[src/design/gtp_pkg.sv]
// ----------------------------------------------------------------------------
// gtp_pkg: shared types and constants
// Kinds, status codes, register indexes, sequencer states, CORDIC table.
// ----------------------------------------------------------------------------
package gtp_pkg;

    localparam int CFG_IDX_W  = 3;
    localparam int CFG_DATA_W = 16;

    typedef enum logic [1:0] {
        KIND_GOAL   = 2'd0,
        KIND_POSE   = 2'd1,
        KIND_TICK   = 2'd2,
        KIND_CANCEL = 2'd3
    } kind_t;

    typedef enum logic [2:0] {
        ST_RUNNING   = 3'd0,
        ST_ACCEPTED  = 3'd1,
        ST_REJECTED  = 3'd2,
        ST_SUCCEEDED = 3'd3,
        ST_CANCELED  = 3'd4,
        ST_ABORTED   = 3'd5,
        ST_IGNORED   = 3'd6,
        ST_WAITING   = 3'd7
    } status_t;

    typedef enum logic [2:0] {
        REG_ARRIVE_TOL  = 3'd0,
        REG_DEADBAND    = 3'd1,
        REG_GAIN        = 3'd2,
        REG_MAX_TURN    = 3'd3,
        REG_ALIGN       = 3'd4,
        REG_MIN_SPEED   = 3'd5,
        REG_MAX_SPEED   = 3'd6,
        REG_TIMEOUT     = 3'd7
    } reg_idx_t;

    typedef enum logic [3:0] {
        S_IDLE,
        S_PRE,
        S_ITER,
        S_MAG,
        S_ERR,
        S_WRAP,
        S_TURN,
        S_OUT0,
        S_OUT1
    } seq_state_t;

    localparam logic signed [33:0] PI_Q30 = 34'sd3373259426;
    localparam logic signed [33:0] HALF_PI_Q30 = 34'sd1686629713;
    localparam logic [15:0] INV_GAIN_Q16 = 16'd39797;

    // CORDIC datapath width: 17-bit diff * 256 plus growth headroom
    localparam int CW = 28;
    localparam int ZW = 34;

    function automatic logic signed [ZW-1:0] atan_q30(input logic [4:0] i);
        logic signed [ZW-1:0] r;
        begin
            case (i)
                5'd0:  r = 34'sd843314857;
                5'd1:  r = 34'sd497837829;
                5'd2:  r = 34'sd263043837;
                5'd3:  r = 34'sd133525159;
                5'd4:  r = 34'sd67021687;
                5'd5:  r = 34'sd33543516;
                5'd6:  r = 34'sd16775851;
                5'd7:  r = 34'sd8388437;
                5'd8:  r = 34'sd4194283;
                5'd9:  r = 34'sd2097149;
                5'd10: r = 34'sd1048576;
                5'd11: r = 34'sd524288;
                5'd12: r = 34'sd262144;
                5'd13: r = 34'sd131072;
                5'd14: r = 34'sd65536;
                5'd15: r = 34'sd32768;
                5'd16: r = 34'sd16384;
                5'd17: r = 34'sd8192;
                5'd18: r = 34'sd4096;
                5'd19: r = 34'sd2048;
                default: r = '0;
            endcase
            return r;
        end
    endfunction

endpackage

[src/design/gtp_stream_if.sv]
// ----------------------------------------------------------------------------
// gtp_in_if / gtp_out_if: valid/ready channels
// Input item and result beat carriers with source and sink modports.
// ----------------------------------------------------------------------------
interface gtp_in_if;
    logic               valid;
    logic               ready;
    logic [1:0]         kind;
    logic signed [15:0] waypoint_x;
    logic signed [15:0] waypoint_y;
    logic signed [15:0] pose_x;
    logic signed [15:0] pose_y;
    logic signed [14:0] pose_heading;
    modport source (output valid, kind, waypoint_x, waypoint_y, pose_x, pose_y, pose_heading,
                    input ready);
    modport sink   (input valid, kind, waypoint_x, waypoint_y, pose_x, pose_y, pose_heading,
                    output ready);
endinterface

interface gtp_out_if;
    logic               valid;
    logic               ready;
    logic [14:0]        linear_speed;
    logic signed [15:0] turn_rate;
    logic [16:0]        distance;
    logic [2:0]         status;
    logic               last;
    modport source (output valid, linear_speed, turn_rate, distance, status, last,
                    input ready);
    modport sink   (input valid, linear_speed, turn_rate, distance, status, last,
                    output ready);
endinterface

[src/design/go_to_point_steering_controller.sv]
// ----------------------------------------------------------------------------
// go_to_point_steering_controller: go-to-goal heading controller
// Q.FRAC_BITS steering of a unicycle robot toward a stored waypoint.
// ----------------------------------------------------------------------------
// Goal, cancel, idle-tick and pose-less tick beats load their result into
// the output register at the accepting edge, so it is offered in the next
// cycle; a pose beat gives no result. A control tick with a pose runs a setup
// state, then CORDIC_STEPS micro-rotations in the CORDIC vectoring unit (the
// last also starts the magnitude multiply), then magnitude rounding, the
// heading wrap, the gain multiply, the clamps and the output load, in that
// order. The block takes one item at a time; ready is high only in idle with
// the output register empty, so each item also waits for its last result beat
// to be taken, and an arrival gives a second (stop) beat after the first is
// taken. Configuration writes are registered.
module go_to_point_steering_controller #(
    parameter int FRAC_BITS    = 12,
    parameter int CORDIC_STEPS = 14
) (
    input  logic                              clk,
    input  logic                              rst_n,
    gtp_in_if.sink                            in_ch,
    gtp_out_if.source                         out_ch,
    input  logic                              cfg_we,
    input  logic [gtp_pkg::CFG_IDX_W-1:0]     cfg_index,
    input  logic [gtp_pkg::CFG_DATA_W-1:0]    cfg_data
);
    localparam int SH = 30 - FRAC_BITS;
    localparam logic signed [19:0] PI_Q = 20'((gtp_pkg::PI_Q30 + (34'sd1 <<< (SH-1))) >>> SH);
    localparam logic signed [19:0] TWO_PI_Q =
        20'((2 * gtp_pkg::PI_Q30 + (35'sd1 <<< (SH-1))) >>> SH);
    localparam longint LIM_RAW = (64'sd32 <<< FRAC_BITS) - 1;
    localparam logic [16:0] DIST_LIM = (LIM_RAW > 131071) ? 17'd131071 : 17'(LIM_RAW);

    // configuration registers
    logic [15:0] arrive_tol_reg, deadband_reg, gain_reg;
    logic [14:0] max_turn_reg, min_speed_reg, max_speed_reg;
    logic [13:0] align_reg;
    logic [7:0]  timeout_reg;

    always_ff @(posedge clk or negedge rst_n)
    begin
        if (!rst_n)
        begin
            arrive_tol_reg <= 16'd410;
            deadband_reg   <= 16'd205;
            gain_reg       <= 16'd16384;
            max_turn_reg   <= 15'd8192;
            align_reg      <= 14'd410;
            min_speed_reg  <= 15'd819;
            max_speed_reg  <= 15'd8192;
            timeout_reg    <= 8'd40;
        end
        else if (cfg_we)
        begin
            unique case (gtp_pkg::reg_idx_t'(cfg_index))
                gtp_pkg::REG_ARRIVE_TOL: arrive_tol_reg <= cfg_data;
                gtp_pkg::REG_DEADBAND:   deadband_reg   <= cfg_data;
                gtp_pkg::REG_GAIN:       gain_reg       <= cfg_data;
                gtp_pkg::REG_MAX_TURN:   max_turn_reg   <= cfg_data[14:0];
                gtp_pkg::REG_ALIGN:      align_reg      <= cfg_data[13:0];
                gtp_pkg::REG_MIN_SPEED:  min_speed_reg  <= cfg_data[14:0];
                gtp_pkg::REG_MAX_SPEED:  max_speed_reg  <= cfg_data[14:0];
                gtp_pkg::REG_TIMEOUT:    timeout_reg    <= cfg_data[7:0];
                default: ;
            endcase
        end
    end

    // controller state
    gtp_pkg::seq_state_t state_reg, state_next;
    logic busy_reg, busy_next, seen_reg, seen_next;
    logic [7:0] wait_reg, wait_next;
    logic signed [15:0] gx_reg, gx_next, gy_reg, gy_next, rx_reg, rx_next, ry_reg, ry_next;
    logic signed [14:0] rh_reg, rh_next;

    // datapath registers
    logic signed [47:0] prod_reg, prod_next;   // shared multiplier result
    logic [16:0] dist_reg, dist_next;
    logic signed [19:0] err_reg, err_next;
    logic signed [15:0] turn_reg, turn_next;
    logic [14:0] lin_reg, lin_next;
    logic arrive_reg, arrive_next;

    // output register
    logic ov_reg, ov_next;
    logic [14:0] olin_reg, olin_next;
    logic signed [15:0] oturn_reg, oturn_next;
    logic [16:0] odist_reg, odist_next;
    gtp_pkg::status_t ost_reg, ost_next;
    logic olast_reg, olast_next;

    logic cstart, cdone;
    logic signed [gtp_pkg::CW-1:0] cx;
    logic signed [gtp_pkg::ZW-1:0] cz;
    logic signed [16:0] dx, dy;

    assign dx = 17'(gx_reg) - 17'(rx_reg);
    assign dy = 17'(gy_reg) - 17'(ry_reg);

    gtp_cordic #(.STEPS(CORDIC_STEPS)) u_cordic (
        .clk(clk), .rst_n(rst_n), .start(cstart), .dx(dx), .dy(dy),
        .done(cdone), .x_out(cx), .z_out(cz)
    );

    logic in_fire, out_fire;
    assign in_fire  = in_ch.valid && in_ch.ready;
    assign out_fire = out_ch.valid && out_ch.ready;
    assign in_ch.ready = (state_reg == gtp_pkg::S_IDLE) && !ov_reg;

    logic signed [47:0] mag_sh, ang_r, turn_r, mul_a, mul_b;
    logic mul_en;
    logic [7:0] wait_inc;
    logic signed [19:0] abs_err;
    logic signed [16:0] mt_s;

    always_comb
    begin
        state_next = state_reg;
        busy_next = busy_reg; seen_next = seen_reg; wait_next = wait_reg;
        gx_next = gx_reg; gy_next = gy_reg; rx_next = rx_reg; ry_next = ry_reg;
        rh_next = rh_reg;
        prod_next = prod_reg; dist_next = dist_reg; err_next = err_reg;
        turn_next = turn_reg; lin_next = lin_reg; arrive_next = arrive_reg;
        ov_next = ov_reg && !out_fire;
        olin_next = olin_reg; oturn_next = oturn_reg; odist_next = odist_reg;
        ost_next = ost_reg; olast_next = olast_reg;
        cstart = 1'b0;
        wait_inc = (wait_reg == 8'd255) ? wait_reg : wait_reg + 8'd1;
        mul_a = '0; mul_b = '0; mul_en = 1'b0;
        mag_sh = '0; ang_r = '0; turn_r = '0;
        abs_err = (err_reg < 0) ? -err_reg : err_reg;
        mt_s = 17'(max_turn_reg);

        unique case (state_reg)
            gtp_pkg::S_IDLE:
            begin
                if (in_fire)
                begin
                    olin_next = '0; oturn_next = '0; odist_next = '0; olast_next = 1'b1;
                    unique case (gtp_pkg::kind_t'(in_ch.kind))
                        gtp_pkg::KIND_POSE:
                        begin
                            rx_next = in_ch.pose_x; ry_next = in_ch.pose_y;
                            rh_next = in_ch.pose_heading; seen_next = 1'b1;
                        end
                        gtp_pkg::KIND_GOAL:
                        begin
                            ov_next = 1'b1;
                            if (busy_reg)
                                ost_next = gtp_pkg::ST_REJECTED;
                            else
                            begin
                                gx_next = in_ch.waypoint_x; gy_next = in_ch.waypoint_y;
                                busy_next = 1'b1; wait_next = '0;
                                ost_next = gtp_pkg::ST_ACCEPTED;
                            end
                        end
                        gtp_pkg::KIND_CANCEL:
                        begin
                            ov_next = 1'b1;
                            ost_next = busy_reg ? gtp_pkg::ST_CANCELED : gtp_pkg::ST_IGNORED;
                            busy_next = 1'b0;
                        end
                        default:
                        begin
                            if (!busy_reg)
                            begin
                                ov_next = 1'b1; ost_next = gtp_pkg::ST_IGNORED;
                            end
                            else if (!seen_reg)
                            begin
                                ov_next = 1'b1; wait_next = wait_inc;
                                if (wait_inc >= timeout_reg)
                                begin
                                    busy_next = 1'b0; ost_next = gtp_pkg::ST_ABORTED;
                                end
                                else
                                    ost_next = gtp_pkg::ST_WAITING;
                            end
                            else
                                state_next = gtp_pkg::S_PRE;
                        end
                    endcase
                end
            end
            gtp_pkg::S_PRE:
            begin
                cstart = 1'b1;
                state_next = gtp_pkg::S_ITER;
            end
            gtp_pkg::S_ITER:
            begin
                if (cdone)
                begin
                    // rounded angle in Q.FRAC_BITS minus heading
                    ang_r = 48'(cz) + (48'sd1 <<< (SH-1));
                    err_next = 20'(ang_r >>> SH) - 20'(rh_reg);
                    mul_a = 48'(cx); mul_b = 48'(gtp_pkg::INV_GAIN_Q16);
                    mul_en = 1'b1;
                    state_next = gtp_pkg::S_MAG;
                end
            end
            gtp_pkg::S_MAG:
            begin
                mag_sh = (prod_reg + 48'sd8388608) >>> 24;
                dist_next = (mag_sh > 48'(DIST_LIM)) ? DIST_LIM : 17'(mag_sh);
                state_next = gtp_pkg::S_WRAP;
            end
            gtp_pkg::S_WRAP:
            begin
                // heading in range keeps the error within one wrap
                if (err_reg > PI_Q)
                    err_next = err_reg - TWO_PI_Q;
                else if (err_reg < -PI_Q)
                    err_next = err_reg + TWO_PI_Q;
                if (err_next > PI_Q || err_next < -PI_Q)
                    state_next = gtp_pkg::S_WRAP;
                else
                    state_next = gtp_pkg::S_ERR;
            end
            gtp_pkg::S_ERR:
            begin
                mul_a = 48'(err_reg); mul_b = 48'(gain_reg);
                mul_en = 1'b1;
                state_next = gtp_pkg::S_TURN;
            end
            gtp_pkg::S_TURN:
            begin
                turn_r = (prod_reg + (48'sd1 <<< (FRAC_BITS-1))) >>> FRAC_BITS;
                turn_next = '0; lin_next = '0;
                if (dist_reg > 17'(deadband_reg))
                begin
                    if (turn_r > 48'(mt_s)) turn_next = 16'(mt_s);
                    else if (turn_r < -48'(mt_s)) turn_next = -16'(mt_s);
                    else turn_next = 16'(turn_r);
                    if (abs_err < 20'(align_reg))
                    begin
                        if (dist_reg < 17'(min_speed_reg)) lin_next = min_speed_reg;
                        else if (dist_reg > 17'(max_speed_reg)) lin_next = max_speed_reg;
                        else lin_next = 15'(dist_reg);
                        if (lin_next > max_speed_reg) lin_next = max_speed_reg;
                    end
                end
                arrive_next = dist_reg < 17'(arrive_tol_reg);
                state_next = gtp_pkg::S_OUT0;
            end
            gtp_pkg::S_OUT0:
            begin
                if (!ov_reg)
                begin
                    ov_next = 1'b1;
                    olin_next = lin_reg; oturn_next = turn_reg; odist_next = dist_reg;
                    ost_next = gtp_pkg::ST_RUNNING; olast_next = !arrive_reg;
                    state_next = arrive_reg ? gtp_pkg::S_OUT1 : gtp_pkg::S_IDLE;
                end
            end
            gtp_pkg::S_OUT1:
            begin
                if (!ov_reg || out_fire)
                begin
                    ov_next = 1'b1;
                    olin_next = '0; oturn_next = '0; odist_next = dist_reg;
                    ost_next = gtp_pkg::ST_SUCCEEDED; olast_next = 1'b1;
                    busy_next = 1'b0;
                    state_next = gtp_pkg::S_IDLE;
                end
            end
            default: state_next = gtp_pkg::S_IDLE;
        endcase

        // one multiplier shared by the magnitude and gain steps
        if (mul_en)
            prod_next = 48'(mul_a * mul_b);
    end

    always_ff @(posedge clk or negedge rst_n)
    begin
        if (!rst_n)
        begin
            state_reg <= gtp_pkg::S_IDLE;
            busy_reg <= 1'b0; seen_reg <= 1'b0; wait_reg <= '0;
            gx_reg <= '0; gy_reg <= '0; rx_reg <= '0; ry_reg <= '0; rh_reg <= '0;
            ov_reg <= 1'b0;
        end
        else
        begin
            state_reg <= state_next;
            busy_reg <= busy_next; seen_reg <= seen_next; wait_reg <= wait_next;
            gx_reg <= gx_next; gy_reg <= gy_next; rx_reg <= rx_next; ry_reg <= ry_next;
            rh_reg <= rh_next;
            ov_reg <= ov_next;
        end
    end

    always_ff @(posedge clk)
    begin
        prod_reg <= prod_next; dist_reg <= dist_next; err_reg <= err_next;
        turn_reg <= turn_next; lin_reg <= lin_next; arrive_reg <= arrive_next;
        olin_reg <= olin_next; oturn_reg <= oturn_next; odist_reg <= odist_next;
        ost_reg <= ost_next; olast_reg <= olast_next;
    end

    assign out_ch.valid        = ov_reg;
    assign out_ch.linear_speed = olin_reg;
    assign out_ch.turn_rate    = oturn_reg;
    assign out_ch.distance     = odist_reg;
    assign out_ch.status       = ost_reg;
    assign out_ch.last         = olast_reg;

`ifndef ASSERT_OFF
    a_ready_idle: assert property (@(posedge clk) disable iff (!rst_n)
        in_ch.ready |-> state_reg == gtp_pkg::S_IDLE)
        else $error("ready outside idle");
    a_stop_follows: assert property (@(posedge clk) disable iff (!rst_n)
        (out_fire && ost_reg == gtp_pkg::ST_RUNNING && !olast_reg) |=>
            (out_ch.valid && out_ch.status == gtp_pkg::ST_SUCCEEDED))
        else $error("stop beat missing after arrival");
    a_turn_clamp: assert property (@(posedge clk) disable iff (!rst_n)
        state_reg == gtp_pkg::S_OUT0 |->
            (turn_reg <= 16'(mt_s) && turn_reg >= -16'(mt_s)))
        else $error("turn rate beyond clamp");
`endif
endmodule

[src/design/gtp_cordic.sv]
// ----------------------------------------------------------------------------
// gtp_cordic: iterative CORDIC vectoring unit
// One micro-rotation per cycle; one shift-add pair and one angle add shared.
// ----------------------------------------------------------------------------
module gtp_cordic #(
    parameter int STEPS = 14
) (
    input  logic                           clk,
    input  logic                           rst_n,
    input  logic                           start,
    input  logic signed [16:0]             dx,
    input  logic signed [16:0]             dy,
    output logic                           done,
    output logic signed [gtp_pkg::CW-1:0]  x_out,
    output logic signed [gtp_pkg::ZW-1:0]  z_out
);
    localparam int IW = $clog2(STEPS + 1);

    logic signed [gtp_pkg::CW-1:0] x_reg, y_reg, x_next, y_next;
    logic signed [gtp_pkg::ZW-1:0] z_reg, z_next;
    logic [IW-1:0] i_reg, i_next;
    logic busy_reg, busy_next;
    logic signed [gtp_pkg::CW-1:0] px, py, xs, ys;

    always_comb
    begin
        px = gtp_pkg::CW'(dx) <<< 8;
        py = gtp_pkg::CW'(dy) <<< 8;
        xs = x_reg >>> i_reg;
        ys = y_reg >>> i_reg;
        x_next = x_reg;
        y_next = y_reg;
        z_next = z_reg;
        i_next = i_reg;
        busy_next = busy_reg;
        if (start)
        begin
            i_next = '0;
            busy_next = (STEPS > 0);
            if (px < 0)
            begin
                if (py >= 0)
                begin
                    x_next = py; y_next = -px; z_next = gtp_pkg::HALF_PI_Q30;
                end
                else
                begin
                    x_next = -py; y_next = px; z_next = -gtp_pkg::HALF_PI_Q30;
                end
            end
            else
            begin
                x_next = px; y_next = py; z_next = '0;
            end
        end
        else if (busy_reg)
        begin
            if (y_reg > 0)
            begin
                x_next = x_reg + ys; y_next = y_reg - xs;
                z_next = z_reg + gtp_pkg::atan_q30(5'(i_reg));
            end
            else
            begin
                x_next = x_reg - ys; y_next = y_reg + xs;
                z_next = z_reg - gtp_pkg::atan_q30(5'(i_reg));
            end
            i_next = i_reg + 1'b1;
            if (i_reg == IW'(STEPS - 1))
                busy_next = 1'b0;
        end
    end

    always_ff @(posedge clk or negedge rst_n)
    begin
        if (!rst_n)
        begin
            busy_reg <= 1'b0;
            i_reg    <= '0;
        end
        else
        begin
            busy_reg <= busy_next;
            i_reg    <= i_next;
        end
    end

    always_ff @(posedge clk)
    begin
        x_reg <= x_next;
        y_reg <= y_next;
        z_reg <= z_next;
    end

    assign done  = busy_reg && !busy_next;
    assign x_out = x_next;
    assign z_out = z_next;
endmodule

[src/flat_wrapper.sv]
// flat-port wrapper written by rule: the top's interface ports become plain ports
module go_to_point_steering_controller_flat 
#(
    parameter int FRAC_BITS    = 12,
    parameter int CORDIC_STEPS = 14
)
  (clk, rst_n, cfg_we, cfg_index, cfg_data, in_ch_valid, in_ch_kind, in_ch_waypoint_x, in_ch_waypoint_y, in_ch_pose_x, in_ch_pose_y, in_ch_pose_heading, in_ch_ready, out_ch_valid, out_ch_linear_speed, out_ch_turn_rate, out_ch_distance, out_ch_status, out_ch_last, out_ch_ready);
  gtp_in_if in_ch_i ();
  gtp_out_if out_ch_i ();
  input  logic clk;
  input  logic rst_n;
  input  logic cfg_we;
  input  logic [gtp_pkg::CFG_IDX_W-1:0] cfg_index;
  input  logic [gtp_pkg::CFG_DATA_W-1:0] cfg_data;
  input wire logic [$bits(in_ch_i.valid)-1:0] in_ch_valid;
  input wire logic [$bits(in_ch_i.kind)-1:0] in_ch_kind;
  input wire logic [$bits(in_ch_i.waypoint_x)-1:0] in_ch_waypoint_x;
  input wire logic [$bits(in_ch_i.waypoint_y)-1:0] in_ch_waypoint_y;
  input wire logic [$bits(in_ch_i.pose_x)-1:0] in_ch_pose_x;
  input wire logic [$bits(in_ch_i.pose_y)-1:0] in_ch_pose_y;
  input wire logic [$bits(in_ch_i.pose_heading)-1:0] in_ch_pose_heading;
  output wire logic [$bits(in_ch_i.ready)-1:0] in_ch_ready;
  output wire logic [$bits(out_ch_i.valid)-1:0] out_ch_valid;
  output wire logic [$bits(out_ch_i.linear_speed)-1:0] out_ch_linear_speed;
  output wire logic [$bits(out_ch_i.turn_rate)-1:0] out_ch_turn_rate;
  output wire logic [$bits(out_ch_i.distance)-1:0] out_ch_distance;
  output wire logic [$bits(out_ch_i.status)-1:0] out_ch_status;
  output wire logic [$bits(out_ch_i.last)-1:0] out_ch_last;
  input wire logic [$bits(out_ch_i.ready)-1:0] out_ch_ready;
  assign in_ch_i.valid = in_ch_valid;
  assign in_ch_i.kind = in_ch_kind;
  assign in_ch_i.waypoint_x = in_ch_waypoint_x;
  assign in_ch_i.waypoint_y = in_ch_waypoint_y;
  assign in_ch_i.pose_x = in_ch_pose_x;
  assign in_ch_i.pose_y = in_ch_pose_y;
  assign in_ch_i.pose_heading = in_ch_pose_heading;
  assign in_ch_ready = in_ch_i.ready;
  assign out_ch_valid = out_ch_i.valid;
  assign out_ch_linear_speed = out_ch_i.linear_speed;
  assign out_ch_turn_rate = out_ch_i.turn_rate;
  assign out_ch_distance = out_ch_i.distance;
  assign out_ch_status = out_ch_i.status;
  assign out_ch_last = out_ch_i.last;
  assign out_ch_i.ready = out_ch_ready;
  go_to_point_steering_controller #(.FRAC_BITS(FRAC_BITS), .CORDIC_STEPS(CORDIC_STEPS)) u_core (.clk(clk), .rst_n(rst_n), .in_ch(in_ch_i), .out_ch(out_ch_i), .cfg_we(cfg_we), .cfg_index(cfg_index), .cfg_data(cfg_data));
endmodule
[config.mk]
export PLATFORM = sky130hd
export DESIGN_NAME = go_to_point_steering_controller_flat
export DESIGN_NICKNAME = d
export VERILOG_FILES = /design/src/design/gtp_pkg.sv /design/src/design/gtp_stream_if.sv /design/src/design/go_to_point_steering_controller.sv /design/src/design/gtp_cordic.sv /design/src/flat_wrapper.sv
export SDC_FILE = /design/constraint.sdc
export NUM_CORES = 2
export LEC_CHECK = 0
export ABC_CLOCK_PERIOD_IN_PS = 29800
export BUFFER_PORTS_ARGS = -buffer_cell sky130_fd_sc_hd__buf_2
export CAP_MARGIN = 20
export CELL_PAD_IN_SITES_DETAIL_PLACEMENT = 1
export CELL_PAD_IN_SITES_GLOBAL_PLACEMENT = 2
export CORE_MARGIN = 2
export CORE_UTILIZATION = 45
export CTS_BUF_LIST = sky130_fd_sc_hd__clkbuf_16
export CTS_CLUSTER_SIZE = 25
export DETAILED_ROUTE_END_ITERATION = 8
export MAX_ROUTING_LAYER = met4
export PLACE_DENSITY_LB_ADDON = 0.1
export SLEW_MARGIN = 5
export SYNTH_ARGS = -nofsm -noshare
export SYNTH_HDL_FRONTEND = slang
export SYNTH_SLANG_ARGS = --single-unit
[constraint.sdc]
create_clock -name clk -period 29.8 [get_ports clk]
set_input_delay 5.96 -clock clk [delete_from_list [all_inputs] [get_ports clk]]
set_output_delay 5.96 -clock clk [all_outputs]
set_load 0.02 [all_outputs]
Word level (Yosys, flattened, before mapping):

Memory sizes are Yosys's and may differ from the RTL's.
Index checks and enable logic that the tools add are counted.

* reduce and logical (&&, ||, !) cells: 40
* multipliers: 1
* shifts and indexed selects: 2
* bitwise operators: 3
* multiplexer cells: 102
* eq/ne operators: 30
* order comparisons: 18
* add/subtract/negate cells: 21

Operators by type and width (number)
* $mux W34: 11
* $mux W28: 10
* $pmux W48 S2: 2
* $mux W15: 10
* $mux W20: 5
* $mux W16: 5
* $add A28 B28 Y28: 2
* $neg A25 Y28: 2
* $sshr A28 B4 Y28: 2
* $sub A28 B28 Y28: 2
* $mux W17: 3
* $pmux W17 S3: 1
* $add A48 B13 Y48 const B: 1
* $add A48 B25 Y48 const B: 1
* $gt A48 B17 Y1 const B: 1
* $lt A36 B48 Y1: 1
* $mul A48 B48 Y48: 1
* $mux W48: 1
* $neg A15 Y48: 1
* $pmux W16 S3: 1
* $pmux W15 S3: 1
* $gt A20 B15 Y1 const B: 2
* $lt A20 B15 Y1 const B: 2
* $mux W4: 10
* other kinds (62): 139

* memories: 2
* memory bits (read-only): 960
* output and inout port bits: 54
* input bits: 105
* logic and storage cells: 254
* register bits: 473

Memory list
* (no name shown): words 16, bits a word 30, read ports 1, clocked after memory_dff 0, write ports 0, line gtp_pkg.sv:62 `case (i)`
* (no name shown): words 16, bits a word 30, read ports 1, clocked after memory_dff 0, write ports 0, line gtp_pkg.sv:62

Longest topological paths before layout:

* depth in word-level cells: 12
* depth in mapped cells: 55
* depth with buffers taken out: 51

Hierarchy:

Synthesis repeated with hierarchy kept, for this count alone.

* cells, all modules: 6001
* area, all modules: 53729.0 um^2

By module, submodules not included
* go_to_point_steering_controller: seq. area each 10007.1 um^2, cells each 4225, area each 39621.8 um^2, instances 1
* gtp_cordic: seq. area each 2207.1 um^2, cells each 1776, area each 14107.3 um^2, instances 1

Least setup slack after synthesis:

OpenSTA, ideal clock, no wires.

* kind: register to register
* start: register u_core.u_cordic.i_reg[0]
* end: register u_core.prod_reg[44], data pin
* path slack: 17.152 ns
* cell stages (with the launch flop): 54
* clock period less this slack: 12.648 ns
* required time: 29.538 ns
* path buffers: 5
* setup time: 0.262 ns
* arrival: 12.386 ns
* path through: dfrtp_1 -> buf_6 -> buf_6 -> buf_4 -> mux4_2 -> mux4_2 -> inv_1 -> ha_1 -> nand3_1 -> o41a_1 -> xnor2_1 -> ha_1 -> a21o_1 -> a21o_1 -> a21o_1 -> a21o_1 -> a21oi_1 -> o2bb2ai_1 -> [18 not listed] -> ha_1 -> fa_1 -> inv_1 -> fa_1 -> inv_1 -> ha_1 -> nand4_1 -> or2_2 -> or2_2 -> or3_1 -> o211a_1 -> a21oi_1 -> a31oi_1 -> o21ai_0 -> and4_1 -> nor3_1 -> o21bai_1 -> xor2_1

* longest elaborated chain between the ends: 9
* elaborated cells between the ends (all ways): 17
* classes of those cells: 2 x add/sub; 1 x mul; 1 x eq/ne; 1 x shift; 10 x mux; 2 x reduce/logical

RTL lines
* from (decl): line gtp_cordic.sv:21 `logic [IW-1:0] i_reg, i_next;`
* from (signal assigned): line gtp_cordic.sv:84 `i_reg <= i_next;`
* branches (longest 8 deep; another with $sub A28 B28 Y28)
* $mul A48 B48 Y48 (*): line go_to_point_steering_controller.sv:273 `prod_next = 48'(mul_a * mul_b);`
* to (signal assigned): line go_to_point_steering_controller.sv:297 `prod_reg <= prod_next; dist_reg <= dist_next; err_reg <= err_next;`
* to (decl): line go_to_point_steering_controller.sv:77 `logic signed [47:0] prod_reg, prod_next;`

Mark *: on every way between the ends.
A chain may end at the register's enable or synchronous reset.

Worst setup path in the final report:

* start: register u_core.u_cordic.i_reg[1]
* end: register u_core.prod_reg[44], data pin

The elaborated chain is that of the path after synthesis.

==> flow_summary_export.csv <==
group,metric,value,unit
run_status,status,"finished, final reports clean",
timing,hold_viol,0,
worst_setup_path,critPathLaunch,"u_core.u_cordic.i_reg[1]",
route,via_per_inst,5.84,
timing,timing.fmax,0.0680,GHz
timing,max_slew_margin,0.219,
worst_setup_path,cpLargestDelayFamily,"adder cells",
global_routing,grt.overflow.total,0,
route,routed-via-count,45300,
clock_tree,post_cts_buffers,0,
global_routing,grtUsageTotal,0.304,
worst_setup_path,max_stage_delay,0.79,ns
clock_tree,tritoncts,"yes",
logic_synthesis,async_flop_share,0.463,
clock_tree,clock_latency,0.69,ns
route,route.detailed.drc,0,
clock_tree,cts.clk_slew.worst_paths,0.06,ns
logic_synthesis,synth_area,54600,um2
global_routing,antenna_found_initial,10,
finish,multi_input_area,38200,um2
timing,finClkSkew,0.0376,ns
place,gp_congestion,0.930,
job,drv_cap,0,
global_routing,grt_pass1_wl,286000,um
timing,worst_pin_slew,1.17,ns
finish,drive_above_1_share,0.111,
logic_synthesis,ys_seq_elements,462,
logic_synthesis,synth_edf_count,203,
global_routing,grt_max_degree,106,
worst_setup_path,path_max_fanout,40,
clock_tree,clk_path_buf_depth,3,
route,wire_per_inst,23.7,um
worst_hold_path,hold_path_class,"reg2reg",
worst_setup_path,critical_path_required,30.20,ns
clock_tree,cts_buffers,59,
finish,ff_latch_area,12400,um2
logic_synthesis,syn_avg_cell_area,9.02,um2
clock_tree,cts_resized,0,
worst_setup_path,worstPathArrival,15.11,ns
die,rows,127,
place,dp.cells,7647,
die,die_h,352,um
logic_synthesis,yosys_most_used_dff,"edfxtp_1",
die,design.core.area,120000,um2
clock_tree,hold_buffers,0,
place,hpwl,147000,um
logic_synthesis,yosys_warnings,0,
route,drt_iter0_markers,3454,
timing,drv_slew,0,
die,start_util,0.454,
finish,nFillCells,13900,
worst_setup_path,cpMaxStageDelayCell,"dfrtp_2",
logic_synthesis,synth_fp_nets,7122,
worst_setup_path,path_class,"reg2reg",
place,post-place-ws,15.13,ns
worst_setup_path,cp_num_buf_inv,8,
global_routing,grt_pass1_vias,47000,
die,num_io_pins,159,
clock_tree,cts_sinks,462,
route,firstDrtPassIters,5,
die,die_w,352,um
timing,min_period,14.71,ns
clock_tree,htree_levels,2,
timing,final.period_utilization,0.494,
logic_synthesis,ys_seq_area_frac,0.227,
timing,setup_viol,0,
finish,largest_register_ff_count,37,
finish,area_growth,8.45,%
worst_setup_path,startpoint_type,"flip-flop",
finish,fin_nets,7173,
worst_setup_path,reg2reg_slack,15.09,ns
clock_tree,root_buffer,"clkbuf_16",
place,place.port_buffers,158,
worst_setup_path,r2r_start,"u_core.u_cordic.i_reg[1]",
route,routed_wl,184000,um
timing,setup_ws,15.09,ns
die,die_area,124000,um2
route,ant_nets,0,
timing,setup_tns,0,ns
timing,rsz0062_at_grt,"no",
worst_hold_path,hold_start,"u_core.rx_reg[2]",
worst_setup_path,end_kind,"flip-flop",
logic_synthesis,yosysUniqueCellTypes,88,
finish,layout.cells.non_filler,7765,
logic_synthesis,synthCells,6050,
-- cells in the mapped netlist (all sizes together) (21+ instances only) --
cell,count,share of area
inv,849,0.058
nand2,582,0.040
ha,535,0.12
nor2,443,0.030
fa,432,0.16
a21oi,316,0.029
o21ai,284,0.026
xnor2,215,0.034
edfxtp,203,0.11
clkbuf,195,0.013
dfrtp,188,0.086
mux2,183,0.038
xor2,127,0.020
a21o,116,0.016
nand3,100,0.0092
nor3,96,0.0089
and2,85,0.0097
mux2i,80,0.015
nor2b,80,0.0092
mux4,71,0.029
o21a,62,0.0085
buf,55,0.0047
nand2b,55,0.0063
a211oi,47,0.0065
nand4,47,0.0054
and3,46,0.0053
dfxtp,45,0.017
a31oi,43,0.0049
o22ai,39,0.0045
nor4,35,0.0044
o211ai,32,0.0044
a21boi,27,0.0037
dfstp,26,0.013
or3,25,0.0029
or2,22,0.0025
o31ai,21,0.0029
-- stage by stage --
stage / util / area (um2) / hold slack, ns
global route: 0.493 / 59200 / 0.512
floorplan: - / 54600 / 0.466
detailed placement: 0.476 / 57100 / 0.493
CTS: 0.492 / 59200 / 0.503
global placement: 0.476 / 57100 / 0.486
finish: 0.493 / 59200 / 0.504
-- logic make-up after synthesis --
kind of cell	Yosys count	synth area share
muxes	334	0.0817
xor gates and xnor gates	342	0.0549
adders and majority gates	968	0.281
DFF	462	0.227
AOI/OAI and AO/OA	1165	0.135
and+or+nand+nor	1678	0.144
buffers and inverters	1101	0.0766
-- routing by layer --
metal	vias up	part of all wire	track usage
met5	-	0	-
met4	0	0.019	0.0577
met3	200	0.066	0.0458
met2	1247	0.44	0.458
met1	23200	0.47	0.437
li1	20700	-	-
-- layout make-up --
cell class | instances | area share
inverter | 851 | 0.0540
clock inverter | 50 | 0.00786
timing repair buffer | 240 | 0.0241
antenna | 1 | 0.0000423
multi-input combinational | 4487 | 0.644
tap | 1612 | 0.0341
clock buffer | 62 | 0.0262
sequential | 462 | 0.209
-- cell usage in the layout (no fill, tap or decap), types with 62 or more instances in the layout --
cell type	netlist	layout
mux2_2	183	183
o21ai_0	276	274
inv_1	846	857
mux2i_1	80	80
o21a_1	62	62
buf_2	12	157
buf_4	1	79
and2_1	84	83
nor3_1	95	91
nor2b_1	80	80
dfrtp_1	188	183
a21o_1	116	116
fa_1	432	432
xnor2_1	215	215
mux4_2	71	71
edfxtp_1	203	203
xor2_1	127	127
a21oi_1	316	312
nor2_1	443	441
nand2_1	581	580
clkbuf_16	0	62
ha_1	535	535
nand3_1	100	100
-- worst reg2reg max path: cells and delay by family (launching register included) --
kind / cells / cell delay, ns
xor+xnor: 3 / 0.35
flops: 1 / 0.79
fa+ha+maj: 11 / 5.01
mux: 3 / 1.32
buf+inv: 8 / 0.96
simple gates: 9 / 2.08
compound gates: 15 / 3.92
-- path summary, 6_finish.rpt --
kind	end	depth (start not counted)
setup reg to reg	u_core.prod_reg[44]	49
hold / removal	u_core.rx_reg[2]	1
setup / recovery	u_core.prod_reg[44]	49
hold reg to reg	u_core.rx_reg[2]	1
min in group asynchronous	u_core.max_speed_reg[8]	1
max in group asynchronous	u_core.rh_reg[8]	3
Power is left out: the tool's default activity adds up to more than one toggle a clock period on the data nets, which glitch-free logic cannot reach.
